[config.mk]
export PLATFORM = sky130hd
export DESIGN_NAME = sliding_window_frame_sync_top_flat
export DESIGN_NICKNAME = d
export VERILOG_FILES = /design/src/rtl/swfs_pkg.sv /design/src/rtl/swfs_stream_if.sv /design/src/rtl/swfs_front.sv /design/src/rtl/swfs_queue.sv /design/src/rtl/swfs_back.sv /design/src/rtl/sliding_window_frame_sync_top.sv /design/src/flat_wrapper.sv
export SDC_FILE = /design/constraint.sdc
export NUM_CORES = 1
export LEC_CHECK = 0
export BUFFER_PORTS_ARGS = -buffer_cell sky130_fd_sc_hd__buf_2
export CAP_MARGIN = 20
export CORE_ASPECT_RATIO = 0.75
export CORE_MARGIN = 3
export CORE_UTILIZATION = 54
export CTS_CLUSTER_SIZE = 16
export DETAILED_ROUTE_END_ITERATION = 8
export PLACE_DENSITY_LB_ADDON = 0.25
export SETUP_SLACK_MARGIN = 0.2
export SLEW_MARGIN = 30
export SYNTH_ARGS = -nofsm -noshare
export SYNTH_HDL_FRONTEND = slang
export SYNTH_SLANG_ARGS = --single-unit
[constraint.sdc]
create_clock -name clk -period 7.2 [get_ports clk]
set_input_delay 1.44 -clock clk [delete_from_list [all_inputs] [get_ports clk]]
set_output_delay 1.44 -clock clk [all_outputs]
set_load 0.03 [all_outputs]
[src/rtl/swfs_pkg.sv]
package swfs_pkg;

    localparam int FRAME_BYTES  = 11;
    localparam int BYTE_W       = 8;
    localparam int BYTE_INDEX_W = 6;
    localparam int IDX_W        = $clog2(FRAME_BYTES);
    localparam int CNT_W        = $clog2(FRAME_BYTES + 1);
    localparam int CFG_IDX_W    = 3;
    localparam int CFG_DATA_W   = 8;

    localparam logic [CFG_IDX_W-1:0] REG_START_FIRST  = 3'd0;
    localparam logic [CFG_IDX_W-1:0] REG_START_SECOND = 3'd1;
    localparam logic [CFG_IDX_W-1:0] REG_END_FIRST    = 3'd2;
    localparam logic [CFG_IDX_W-1:0] REG_END_SECOND   = 3'd3;

    localparam logic [BYTE_W-1:0] RST_START_FIRST  = 8'h5A;
    localparam logic [BYTE_W-1:0] RST_START_SECOND = 8'hA5;
    localparam logic [BYTE_W-1:0] RST_END_FIRST    = 8'h0D;
    localparam logic [BYTE_W-1:0] RST_END_SECOND   = 8'h0A;

    localparam logic MODE_PUSH  = 1'b0;
    localparam logic MODE_CLEAR = 1'b1;

    typedef logic [FRAME_BYTES-1:0][BYTE_W-1:0] frame_t;

    typedef struct packed {
        logic   valid;
        frame_t frame;
    } frame_push_t;

    typedef struct packed {
        logic   not_empty;
        logic   full;
        frame_t head;
    } queue_status_t;

endpackage

[src/rtl/swfs_stream_if.sv]
interface swfs_in_if;
    import swfs_pkg::*;

    logic              valid;
    logic              ready;
    logic              mode;
    logic [BYTE_W-1:0] rx_byte;

    modport source (output valid, output mode, output rx_byte, input ready);
    modport sink   (input valid, input mode, input rx_byte, output ready);
endinterface

interface swfs_out_if;
    import swfs_pkg::*;

    logic                    valid;
    logic                    ready;
    logic [BYTE_W-1:0]       frame_byte;
    logic [BYTE_INDEX_W-1:0] byte_index;
    logic                    last_flag;

    modport source (output valid, output frame_byte, output byte_index,
                    output last_flag, input ready);
    modport sink   (input valid, input frame_byte, input byte_index,
                    input last_flag, output ready);
endinterface

[src/rtl/swfs_front.sv]
module swfs_front
    import swfs_pkg::*;
(
    input  logic                  clk,
    input  logic                  rst_n,
    input  logic                  cfg_we,
    input  logic [CFG_IDX_W-1:0]  cfg_index,
    input  logic [CFG_DATA_W-1:0] cfg_wdata,
    swfs_in_if.sink               in_ch,
    input  queue_status_t         q_status,
    output frame_push_t           push
);

    logic [BYTE_W-1:0] start_first_reg;
    logic [BYTE_W-1:0] start_second_reg;
    logic [BYTE_W-1:0] end_first_reg;
    logic [BYTE_W-1:0] end_second_reg;

    frame_t            window_reg;
    frame_t            window_next;
    logic [CNT_W-1:0]  fill_reg;
    logic [CNT_W-1:0]  fill_next;
    logic              accept;
    logic              markers_ok;

    assign in_ch.ready = !q_status.full;
    assign accept      = in_ch.valid && in_ch.ready;

    always_comb
    begin
        for (int i = 0; i < FRAME_BYTES - 1; i++)
        begin
            window_next[i] = window_reg[i+1];
        end
        window_next[FRAME_BYTES-1] = in_ch.rx_byte;
    end

    always_comb
    begin
        if (in_ch.mode == MODE_CLEAR)
        begin
            fill_next = '0;
        end
        else if (fill_reg != CNT_W'(FRAME_BYTES))
        begin
            fill_next = fill_reg + CNT_W'(1);
        end
        else
        begin
            fill_next = fill_reg;
        end
    end

    assign markers_ok = (window_next[0] == start_first_reg) &&
                        (window_next[1] == start_second_reg) &&
                        (window_next[FRAME_BYTES-2] == end_first_reg) &&
                        (window_next[FRAME_BYTES-1] == end_second_reg);

    assign push.valid = accept && (in_ch.mode == MODE_PUSH) &&
                        (fill_next == CNT_W'(FRAME_BYTES)) && markers_ok;
    assign push.frame = window_next;

    always_ff @(posedge clk or negedge rst_n)
    begin
        if (!rst_n)
        begin
            fill_reg <= '0;
        end
        else if (accept)
        begin
            fill_reg <= fill_next;
        end
    end

    always_ff @(posedge clk)
    begin
        if (accept && (in_ch.mode == MODE_PUSH))
        begin
            window_reg <= window_next;
        end
    end

    always_ff @(posedge clk or negedge rst_n)
    begin
        if (!rst_n)
        begin
            start_first_reg  <= RST_START_FIRST;
            start_second_reg <= RST_START_SECOND;
            end_first_reg    <= RST_END_FIRST;
            end_second_reg   <= RST_END_SECOND;
        end
        else if (cfg_we)
        begin
            unique case (cfg_index)
                REG_START_FIRST:  start_first_reg  <= cfg_wdata[BYTE_W-1:0];
                REG_START_SECOND: start_second_reg <= cfg_wdata[BYTE_W-1:0];
                REG_END_FIRST:    end_first_reg    <= cfg_wdata[BYTE_W-1:0];
                REG_END_SECOND:   end_second_reg   <= cfg_wdata[BYTE_W-1:0];
                default:          ;
            endcase
        end
    end

endmodule

[src/rtl/swfs_queue.sv]
module swfs_queue
    import swfs_pkg::*;
(
    input  logic          clk,
    input  logic          rst_n,
    input  frame_push_t   push,
    input  logic          pop,
    output queue_status_t status
);

    frame_t     entry_reg [2];
    logic       wr_ptr_reg;
    logic       rd_ptr_reg;
    logic [1:0] count_reg;
    logic [1:0] count_next;
    logic       do_push;
    logic       do_pop;

    assign do_push = push.valid && (count_reg != 2'd2);
    assign do_pop  = pop && (count_reg != 2'd0);

    always_comb
    begin
        count_next = count_reg;
        if (do_push && !do_pop)
        begin
            count_next = count_reg + 2'd1;
        end
        else if (do_pop && !do_push)
        begin
            count_next = count_reg - 2'd1;
        end
    end

    assign status.not_empty = (count_reg != 2'd0);
    assign status.full      = (count_reg == 2'd2);
    assign status.head      = entry_reg[rd_ptr_reg];

    always_ff @(posedge clk or negedge rst_n)
    begin
        if (!rst_n)
        begin
            wr_ptr_reg <= 1'b0;
            rd_ptr_reg <= 1'b0;
            count_reg  <= 2'd0;
        end
        else
        begin
            if (do_push)
            begin
                wr_ptr_reg <= !wr_ptr_reg;
            end
            if (do_pop)
            begin
                rd_ptr_reg <= !rd_ptr_reg;
            end
            count_reg <= count_next;
        end
    end

    always_ff @(posedge clk)
    begin
        if (do_push)
        begin
            entry_reg[wr_ptr_reg] <= push.frame;
        end
    end

endmodule

[src/rtl/swfs_back.sv]
module swfs_back
    import swfs_pkg::*;
(
    input  logic          clk,
    input  logic          rst_n,
    input  queue_status_t q_status,
    output logic          pop,
    swfs_out_if.source    out_ch
);

    logic             busy_reg;
    frame_t           shift_reg;
    logic [IDX_W-1:0] idx_reg;
    logic             out_acc;
    logic             is_last;

    assign is_last = (idx_reg == IDX_W'(FRAME_BYTES - 1));
    assign out_acc = busy_reg && out_ch.ready;
    assign pop     = q_status.not_empty && (!busy_reg || (out_acc && is_last));

    assign out_ch.valid      = busy_reg;
    assign out_ch.frame_byte = shift_reg[0];
    assign out_ch.byte_index = BYTE_INDEX_W'(idx_reg);
    assign out_ch.last_flag  = is_last;

    always_ff @(posedge clk or negedge rst_n)
    begin
        if (!rst_n)
        begin
            busy_reg <= 1'b0;
            idx_reg  <= '0;
        end
        else if (pop)
        begin
            busy_reg <= 1'b1;
            idx_reg  <= '0;
        end
        else if (out_acc)
        begin
            if (is_last)
            begin
                busy_reg <= 1'b0;
            end
            else
            begin
                idx_reg <= idx_reg + IDX_W'(1);
            end
        end
    end

    always_ff @(posedge clk)
    begin
        if (pop)
        begin
            shift_reg <= q_status.head;
        end
        else if (out_acc && !is_last)
        begin
            for (int i = 0; i < FRAME_BYTES - 1; i++)
            begin
                shift_reg[i] <= shift_reg[i+1];
            end
        end
    end

endmodule

[src/rtl/sliding_window_frame_sync_top.sv]
// A matched frame goes to a queue entry, then to the serializer shift register.
// Throughput: one byte per cycle while the two-frame queue has room; the serializer
// then sends one result per cycle while ready is high, FRAME_BYTES per frame.
// Reset: asynchronous, active low; window emptied, queue empty, markers at
// their default values.
module sliding_window_frame_sync_top
    import swfs_pkg::*;
(
    input  logic                  clk,
    input  logic                  rst_n,
    input  logic                  cfg_we,
    input  logic [CFG_IDX_W-1:0]  cfg_index,
    input  logic [CFG_DATA_W-1:0] cfg_wdata,
    swfs_in_if.sink               in_ch,
    swfs_out_if.source            out_ch
);

    frame_push_t   push;
    queue_status_t q_status;
    logic          pop;

    swfs_front u_front (
        .clk       (clk),
        .rst_n     (rst_n),
        .cfg_we    (cfg_we),
        .cfg_index (cfg_index),
        .cfg_wdata (cfg_wdata),
        .in_ch     (in_ch),
        .q_status  (q_status),
        .push      (push)
    );

    swfs_queue u_queue (
        .clk    (clk),
        .rst_n  (rst_n),
        .push   (push),
        .pop    (pop),
        .status (q_status)
    );

    swfs_back u_back (
        .clk      (clk),
        .rst_n    (rst_n),
        .q_status (q_status),
        .pop      (pop),
        .out_ch   (out_ch)
    );

endmodule

[src/flat_wrapper.sv]
// flat-port wrapper written by rule: the top's interface ports become plain ports
module sliding_window_frame_sync_top_flat import swfs_pkg::*;
  (clk, rst_n, cfg_we, cfg_index, cfg_wdata, in_ch_valid, in_ch_mode, in_ch_rx_byte, in_ch_ready, out_ch_valid, out_ch_frame_byte, out_ch_byte_index, out_ch_last_flag, out_ch_ready);
  swfs_in_if in_ch_i ();
  swfs_out_if out_ch_i ();
  input  logic clk;
  input  logic rst_n;
  input  logic cfg_we;
  input  logic [CFG_IDX_W-1:0] cfg_index;
  input  logic [CFG_DATA_W-1:0] cfg_wdata;
  input wire logic [$bits(in_ch_i.valid)-1:0] in_ch_valid;
  input wire logic [$bits(in_ch_i.mode)-1:0] in_ch_mode;
  input wire logic [$bits(in_ch_i.rx_byte)-1:0] in_ch_rx_byte;
  output wire logic [$bits(in_ch_i.ready)-1:0] in_ch_ready;
  output wire logic [$bits(out_ch_i.valid)-1:0] out_ch_valid;
  output wire logic [$bits(out_ch_i.frame_byte)-1:0] out_ch_frame_byte;
  output wire logic [$bits(out_ch_i.byte_index)-1:0] out_ch_byte_index;
  output wire logic [$bits(out_ch_i.last_flag)-1:0] out_ch_last_flag;
  input wire logic [$bits(out_ch_i.ready)-1:0] out_ch_ready;
  assign in_ch_i.valid = in_ch_valid;
  assign in_ch_i.mode = in_ch_mode;
  assign in_ch_i.rx_byte = in_ch_rx_byte;
  assign in_ch_ready = in_ch_i.ready;
  assign out_ch_valid = out_ch_i.valid;
  assign out_ch_frame_byte = out_ch_i.frame_byte;
  assign out_ch_byte_index = out_ch_i.byte_index;
  assign out_ch_last_flag = out_ch_i.last_flag;
  assign out_ch_i.ready = out_ch_ready;
  sliding_window_frame_sync_top u_core (.clk(clk), .rst_n(rst_n), .cfg_we(cfg_we), .cfg_index(cfg_index), .cfg_wdata(cfg_wdata), .in_ch(in_ch_i), .out_ch(out_ch_i));
endmodule
# == Word-level counts from Yosys, hierarchy flattened ==
# Memories as Yosys holds them, arrays and structs flattened.
# Index checks and enable logic that the tools add are counted.
# Widths: inputs -> output; s select.
# totals
word_cells,99
in_bits,25
memories,1
out_inout_bits,17
reg_bits,213
mem_bits_rw,176
# memory_table
name,depth,width,rd,rd_clocked_by_memory_dff,write_ports,line,text
u_core.u_queue.entry_reg,2,88,1,0,1,swfs_queue.sv:11,frame_t entry_reg [2];
# op_classes
n_bitwise,1
n_eq_ne,13
n_mux,14
add_sub_neg,4
n_reduce_logical,35
# ops
op,count
$mux 80,2
$eq 8x8->1,4
$mux 4,5
$logic_and 1x1->1,15
$reduce_and 2->1,6
$reduce_bool 2->1,5
$add 4x1->4 const B,2
$eq 4x4->1 const B,2
$logic_not 1->1,7
$eq 3x2->1 const B,2
$mux 1,5
$mux 2,2
$ne 4x4->1 const B,1
$eq 3x1->1 const B,1
$logic_not 3->1,1
$add 2x1->2 const B,1
$eq 2x2->1 const B,1
$ne 2x1->1 const B,1
$ne 2x2->1 const B,1
$sub 2x1->2 const B,1
$logic_or 1x1->1,1
$not 1->1,1

# == Depth between registers and ports, before layout ==
# Gate-level depths: netlist of the first run.
# depth
depth_word,11
ltp_mapped,12
mapped_depth_nobuf,11

# == Modules after synthesis ==
# Synthesis of the first run repeated with hierarchy kept, for this count alone.
# hier_totals
hier_cells,749
hier_area_um2,15267.1
# by_module_without_submodules
module,n_inst,cells_per_inst,seq_area_each_um2,area_per_inst_um2
swfs_queue,1,293,5385.2,6580.1
swfs_back,1,222,2767.7,4356.7
swfs_front,1,234,3319.4,4330.4

# == Least setup slack after synthesis of the first run ==
# OpenSTA, ideal clock, no wires.
# synth_path
path_kind,input -> register
startpoint,in in_ch_rx_byte[5]
endpoint,mem u_core.u_queue.entry_reg[0][0] in the netlist's numbering (enable)
required_ps,6664
path_buffers,0
slack_ps,745
stages,5
t_arrival_ps,5919
setup_time_ps,536
cell_sequence,xnor2_1 -> nand4_1 -> a2111oi_4 -> nand4_2 -> nor2_1
# synth_between
elab_chain_cells,6
# synth_lines
element,line,text
from (decl),flat_wrapper.sv:13,input wire logic [$bits(in_ch_i.rx_byte)-1:0] in_ch_rx_byte;
$eq 8x8->1,swfs_front.sv:57,(window_next[FRAME_BYTES-1] == end_second_reg);
$logic_and 1x1->1,swfs_front.sv:56,(window_next[FRAME_BYTES-2] == end_first_reg) &&
$logic_and 1x1->1,swfs_front.sv:60,(fill_next == CNT_W'(FRAME_BYTES)) && markers_ok;
$logic_and 1x1->1,swfs_queue.sv:19,assign do_push = push.valid && (count_reg != 2'd2);
$mux 1,swfs_queue.sv:63,if (do_push)
$mux 1 (not written as such),swfs_queue.sv:65,entry_reg[wr_ptr_reg] <= push.frame;
to (decl),swfs_queue.sv:11,
# Every way passes these cells.

# == Final worst setup path of the first run ==
# layout_path
startpoint,in in_ch_rx_byte[5]
endpoint,mem u_core.u_queue.entry_reg[0][80] in the netlist's numbering (enable)
# Same word-level chain as after synthesis.

==> results.sh, run 1 <==
export IMPL_cts_buffer_depth=3
export IMPL_maxCapViolCount=0
export IMPL_grt_usage_pct=17.3
export IMPL_seqCellArea_sq_um=11500
export IMPL_setup_viol=0
export IMPL_met3_usage_pct=3.26
export IMPL_slew_limit_headroom_pct=43.2
export IMPL_diodes=0
export IMPL_finalWorstSetupSlack_ns=3.52
export IMPL_drt_iter0_markers=479
export IMPL_place_ws_ns=2.94
export IMPL_die_y_microns=148
export IMPL_cp_max_fo=62
export IMPL_syn_inst=824
export IMPL_nNetsFinal=901
export IMPL_p_int_uw=3660
export IMPL_grt_max_degree=81
export IMPL_comb_power_share_pct=3.5
export IMPL_synth_seq_area_share_pct=79.3
export IMPL_rows=51
export IMPL_final_common_cell="edfxtp_1"
export IMPL_fin_util_pct=61.9
export IMPL_crit_family="simple AND/OR/NAND/NOR gates"
export IMPL_pwr_share_seq_pct=56.3
export IMPL_areaGrowthSynthToFinish_pct=11.9
export IMPL_tightestPinTransition_ns=0.853
export IMPL_postCtsSetupBuffers=0
export IMPL_dieArea_sq_um=28800
export IMPL_core_area_sq_um=26200
export IMPL_ctsResizeCount=0
export IMPL_cp_required_ns=7.36
export IMPL_synth_edf_count=344
export IMPL_rsz0062_at_grt="false"
export IMPL_first_global_vias=6962
export IMPL_ys_seq_elements=389
export IMPL_largest_reg_flops=176
export IMPL_crit_chain="buf_2, xnor2_1, nand4_1, a2111oi_4, nand4_2, nor2_4, buf_12"
export IMPL_crit_path_start_kind="input pin"
export IMPL_drtAntennaViolNets=0
export IMPL_final_cells=1244
export IMPL_overflow=0
export IMPL_cts_sinks=389
export IMPL_worst_path_buf_inv=2
export IMPL_p_sw_uw=917
export IMPL_multi_input_area_sq_um=2800
export IMPL_gp_congestion=0.815
export IMPL_ys_flop_type="edfxtp_1"
export IMPL_ctsHoldBuffers=0
export IMPL_worstReg2RegStart="u_core.u_front.push[14]"
export IMPL_power_switching_share_pct=20.0
export IMPL_critical_path_class="input pin to flip-flop"
export IMPL_final_cell_mix="edfxtp_1 (344), nor2_1 (86), a21oi_1 (82)"
export IMPL_p_leak_uw=0.00529
export IMPL_post_drt_wl_per_cell_microns=19.9
export IMPL_finalClockSkew_ns=0.0300
export IMPL_drcViolationCount=0
export IMPL_io_buffers=39
export IMPL_hold_viol=0
export IMPL_grt_pass1_wl_mm=39.3
export IMPL_cts_root_buf="clkbuf_16"
export IMPL_endpoint_kind="flip-flop"
export IMPL_total_power_uw=4580
export IMPL_htree_num_levels=2
export IMPL_p_per_area_nw_per_um2=283
export IMPL_tritoncts="done"
export IMPL_grt_use_met2_pct=27.2
export IMPL_crit_path_top_delay_cell="nor2_4"
export IMPL_clock_latency_ns=0.52
export IMPL_p_clk_share_pct=40.1
export IMPL_fin_crit_sh_pct=51.1
export IMPL_fin_crit_ns=3.68
export IMPL_antenna_found_initial=0
export IMPL_slowest_delay_ns=0.72
export IMPL_vias_per_cell=5.49
export IMPL_top_usage_layer="met2"
export IMPL_finalMaxSlewViolations=0
export IMPL_dieWidth_microns=195
export IMPL_wirelength_mm=24.7
export IMPL_met1_usage_pct=25.6
export IMPL_yosysUniqueCellTypes=42
export IMPL_numCtsBuffers=36
export IMPL_layout_drive_gt1_share_pct=16.0
export IMPL_tns_ns=0
export IMPL_vdd_ir_drop_max_v=0.000221
export IMPL_vias=6832
export IMPL_io_pins=42
export IMPL_crit_arrival_ns=3.84
export IMPL_syn_cell_area_sq_um=14500
export IMPL_avgSynthCellArea_sq_um=17.6
export IMPL_max_freq_mhz=272
export IMPL_dr_pass1_iters=5
export IMPL_clkTransAtPathRegs_ns=0.07
export IMPL_yosys_warnings=0
export IMPL_floorplan_initialDensity_pct=55.3
export IMPL_n_fill_cell=1878
export IMPL_synthArstFlopShare_pct=11.6
export IMPL_place_hpwl_mm=14.2
export IMPL_crit_start="in_ch_rx_byte[5]"
export IMPL_place_inst=1177
export IMPL_min_delay_start="u_core.u_front.push[38]"
export IMPL_outcome="finished clean"
export IMPL_hp_class="flip-flop to flip-flop"
worst reg2reg max path, stage by stage, from the launching register on:
cell and delay [ns]:
edfxtp_1 0.50, xnor2_1 0.41, nand4_1 0.23, a2111oi_4 0.39, nand4_2 0.32, nor2_4 0.73, buf_12 0.42
cell type report:
class                           instances  share of cell area [%]
Clock buffer                           44                    5.94
Clock inverter                         22                    1.12
Inverter                                6                   0.155
Multi-Input combinational cell        392                    17.3
Sequential cell                       389                    70.9
Tap cell                              344                    2.66
Timing Repair Buffer                   47                    1.94
path summary, 6_finish.rpt:
kind / end / depth (start not counted) / slack, ns
setup / recovery: u_core.u_queue.entry_reg[0][80] / 7 / 3.52
hold / removal: u_core.u_front.push[30] / 0 / 0.46
setup reg to reg: u_core.u_queue.entry_reg[0][80] / 6 / 3.76
hold reg to reg: u_core.u_front.push[30] / 0 / 0.46
max in group asynchronous: u_core.u_queue.rd_ptr_reg / 1 / 5.83
min in group asynchronous: u_core.u_queue.wr_ptr_reg / 1 / 0.92
metrics by stage:
step / area (sq um) / hold slack (ns)
floorplan: 14500 / 0.440
global placement: 15000 / 0.445
detailed placement: 15000 / 0.455
CTS: 16200 / 0.467
global route: 16200 / 0.487
finish: 16200 / 0.464
kinds of logic after synthesis:
family | Yosys count | share of synthesized area [%]
compound gates | 94 | 3.50
mux | 120 | 8.65
xor+xnor | 41 | 2.48
flops | 389 | 79.3
simple gates | 131 | 4.10
buf+inv | 44 | 1.58
fa+ha+maj | 4 | 0.346
other cells | 1 | 0.0259
per-layer routing:
metal  routed length [microns]  vias up
li1                          -     3196
met1                     11300     3463
met2                     11800      138
met3                      1180       35
met4                       399        0
met5                         0        -
cell usage after synthesis (all sizes together) (2+ instances only):
cell,count,share of area [%]
nand4,7,0.35
o31ai,2,0.10
nor4,4,0.30
nor2b,2,0.086
clkbuf,7,0.18
xnor2,33,2.0
ha,4,0.35
nor2,92,2.4
o21ai,5,0.17
nand2,14,0.38
mux2i,80,5.5
nor3b,2,0.14
xor2,8,0.48
edfxtp,344,71
dfrtp,32,5.5
mux2,40,3.1
a21oi,82,2.8
buf,31,1.2
inv,6,0.16
nand3,4,0.14
dfstp,13,2.4
power by group through the flow:
stage	logic, uW	registers, uW	clock network (uW)
after global routing	179	2580	1970
final	162	2580	1840
after CTS	163	2580	1880
after global placement	154	2620	0
after floorplan	113	2610	0
after detailed placement	162	2620	0
No activity file was read; power rests on OpenSTA's default activity.
==> inputs of run 2 (changes only) <==
--- a/config.mk
+++ b/config.mk
@@ -5,6 +5,7 @@
 export SDC_FILE = /design/constraint.sdc
 export NUM_CORES = 1
 export LEC_CHECK = 0
+export ABC_AREA = 1
 export BUFFER_PORTS_ARGS = -buffer_cell sky130_fd_sc_hd__buf_2
 export CAP_MARGIN = 20
 export CORE_ASPECT_RATIO = 0.75
==> constraint.sdc (replaced) <==
create_clock -name clk -period 3.4 [get_ports clk]
set_input_delay 0.68 -clock clk [delete_from_list [all_inputs] [get_ports clk]]
set_output_delay 0.68 -clock clk [all_outputs]
set_load 0.03 [all_outputs]
==> run 2 against run 1 <==
Synthesized cell count is 35% higher. Non-clock buffer count is 10 higher. First-iteration DRC count is 60% higher. Sequential cell count stayed put. Critical path depth is 3 higher. Global-route usage is 1.5 points higher. Clock-buffer cell count is 4 higher. Cell area is 1.2% higher. Clock power is 100% higher.
==> results.sh, run 2 <==
export IMPL_layout_drive_gt1_share_pct=11.4
export IMPL_vias=8147
export IMPL_fin_area_sq_um=16400
export IMPL_clock_latency_ns=0.52
export IMPL_worstReg2RegStart="u_core.u_front.fill_reg[0]"
export IMPL_cp_max_fo=47
export IMPL_synth_edf_count=344
export IMPL_synth_common_cells="edfxtp_1 (344), nand2_1 (318), nor2_1 (118)"
export IMPL_first_global_vias=7679
export IMPL_critical_path_class="flip-flop to flip-flop"
export IMPL_dr_pass1_iters=6
export IMPL_cts_root_buf="clkbuf_16"
export IMPL_yosys_warnings=0
export IMPL_ctsResizeCount=0
export IMPL_avgSynthCellArea_sq_um=13.3
export IMPL_gp_congestion=0.861
export IMPL_p_per_area_nw_per_um2=585
export IMPL_vias_per_cell=5.32
export IMPL_io_buffers=39
export IMPL_slew_limit_headroom_pct=36.7
export IMPL_dieArea_sq_um=29500
export IMPL_post_drt_wl_per_cell_microns=18.1
export IMPL_tritoncts="done"
export IMPL_numCtsBuffers=36
export IMPL_rows=51
export IMPL_floorplan_initialDensity_pct=56.0
export IMPL_yosysUniqueCellTypes=32
export IMPL_endpoint_kind="flip-flop"
export IMPL_ys_seq_elements=389
export IMPL_largest_reg_flops=176
export IMPL_fin_util_pct=61.9
export IMPL_cp_required_ns=3.58
export IMPL_overflow=0
export IMPL_hold_ws_ns=0.230
export IMPL_dpl_cell_area_sq_um=15300
export IMPL_postCtsSetupBuffers=0
export IMPL_synthArstFlopShare_pct=11.6
export IMPL_hold_viol=0
export IMPL_ys_flop_type="edfxtp_1"
export IMPL_synth_seq_area_share_pct=77.3
export IMPL_tightestPinTransition_ns=0.949
export IMPL_grt_pass1_wl_mm=42.7
export IMPL_wirelength_mm=27.6
export IMPL_place_hpwl_mm=16.0
export IMPL_nNetsFinal=1189
export IMPL_diodes=0
export IMPL_final_common_cell="edfxtp_1"
export IMPL_yosys_top_cells_area="edfxtp_1 (70%), nand2_1 (8.0%), dfrtp_1 (5.4%)"
export IMPL_syn_inst=1114
export IMPL_synthMostInstantiatedCell="edfxtp_1"
export IMPL_antenna_found_initial=0
export IMPL_hp_class="input pin to async pin"
export IMPL_drt_iter0_markers=768
export IMPL_final_cells=1531
export IMPL_areaGrowthSynthToFinish_pct=10.5
export IMPL_synth_top_cell_by_area="edfxtp_1"
export IMPL_crit_arrival_ns=2.78
export IMPL_finalClockSkew_ns=0.0177
export IMPL_htree_num_levels=2
export IMPL_r2r_cells=10
export IMPL_p_leak_uw=0.00607
export IMPL_core_area_sq_um=26500
export IMPL_crit_path_start_kind="flip-flop"
export IMPL_fin_crit_sh_pct=76.3
export IMPL_io_pins=42
export IMPL_outcome="finished clean"
export IMPL_vdd_ir_drop_max_v=0.000365
export IMPL_finalMaxSlewViolations=0
export IMPL_clkTransAtPathRegs_ns=0.06
export IMPL_fin_crit_ns=2.59
export IMPL_final_cell_mix="edfxtp_1 (344), nand2_1 (316), nor2_1 (117)"
export IMPL_drcViolationCount=0
export IMPL_synth_top_area_share_pct=69.6
export IMPL_syn_cell_area_sq_um=14800
export IMPL_die_y_microns=150
export IMPL_ctsHoldBuffers=0
export IMPL_max_freq_mhz=385
export IMPL_drtAntennaViolNets=0
export IMPL_cts_buffer_depth=3
export IMPL_cts_sinks=389
export IMPL_place_inst=1466
export IMPL_grt_max_degree=98
export IMPL_grt_usage_pct=18.8
export IMPL_rsz0062_at_grt="false"
export IMPL_crit_start="u_core.u_front.fill_reg[0]"
export IMPL_dieWidth_microns=197
export IMPL_setup_viol=0
export IMPL_maxCapViolCount=0
## run 2: changes by cell type in the layout (fill, tap and decap cells not counted), moves of 9 or more
| cell | delta |
|---|---|
| xnor2_1 | -29 |
| o21ai_0 | +38 |
| buf_4 | +9 |
| mux2i_1 | -80 |
| nor2_1 | +31 |
| a31oi_1 | +75 |
| inv_1 | +73 |
| mux2_2 | -16 |
| nand2_1 | +303 |
| mux2_1 | -24 |
| a21oi_1 | -78 |
## run 2: worst paths after layout
kind                                                 endpoint  slack, ns
setup / recovery              u_core.u_queue.entry_reg[1][27]       0.81
hold / removal             u_core.u_front.start_second_reg[4]       0.23
setup reg to reg              u_core.u_queue.entry_reg[1][27]       0.81
hold reg to reg                       u_core.u_front.push[14]       0.47
max in group asynchronous  u_core.u_front.start_second_reg[0]       2.39
min in group clk              u_core.u_queue.entry_reg[1][87]       0.40
## run 2: cells by family (layout without fill, tap and decap cells)
logic type / after synthesis / in the layout / synth area share, %
flip-flops: 389 / 389 / 77.3
AND/OR/NAND/NOR: 452 / 452 / 11.7
AO/OA/AOI/OAI: 129 / 129 / 5.32
adder cells (fa/ha/maj): 4 / 4 / 0.337
XOR/XNOR: 8 / 8 / 0.472
other: 1 / 2 / 0.0253
buffers and inverters: 131 / 203 / 4.78
## run 2: final cells by class
cell class | count | area, sq um
flip-flops and latches | 389 | 11500
fillers | 1934 | 10100
multi-input cells | 595 | 2690
clock buffers | 48 | 967
well taps | 344 | 430
repair buffers | 57 | 405
inverters | 81 | 315
clock inverters | 17 | 110
## run 2: power breakdown
group | total (uW) | switching (uW) | leakage [uW] | internal [uW]
logic | 402 | 264 | 0.00189 | 138
registers | 5460 | 128 | 0.00365 | 5330
clock network | 3730 | 1640 | 0.000526 | 2080
total | 9590 | 2030 | 0.00607 | 7550
## run 2: metrics by stage
stage               setup WS (ns)  setup TNS (ns)  power [uW]
finish                      0.806               0        9590
global route                0.586               0        9900
detailed placement          0.655               0        5950
CTS                         0.819               0        9640
global placement            0.721               0        5930
floorplan                  -0.755         -101.28        5790
## run 2: critical path: stages, from the launching register on
cell        delay [ns]
dfrtp_1           0.40
ha_1              0.23
nand3_1           0.15
nand2_1           0.08
o21ai_0           0.07
nor2_1            0.16
nand2_1           0.09
nor2_2            0.14
nand3_1           0.15
clkinvlp_4        0.39
buf_12            0.33
## run 2: per-layer routing
layer | global-route usage, % | wire (microns) | vias to the layer above
met2 | 28.6 | 12400 | 199
met4 | 4.95 | 508 | 0
met1 | 28.4 | 13100 | 3969
met5 | 0 | 0 | -
li1 | - | - | 3932
met3 | 3.42 | 1620 | 47
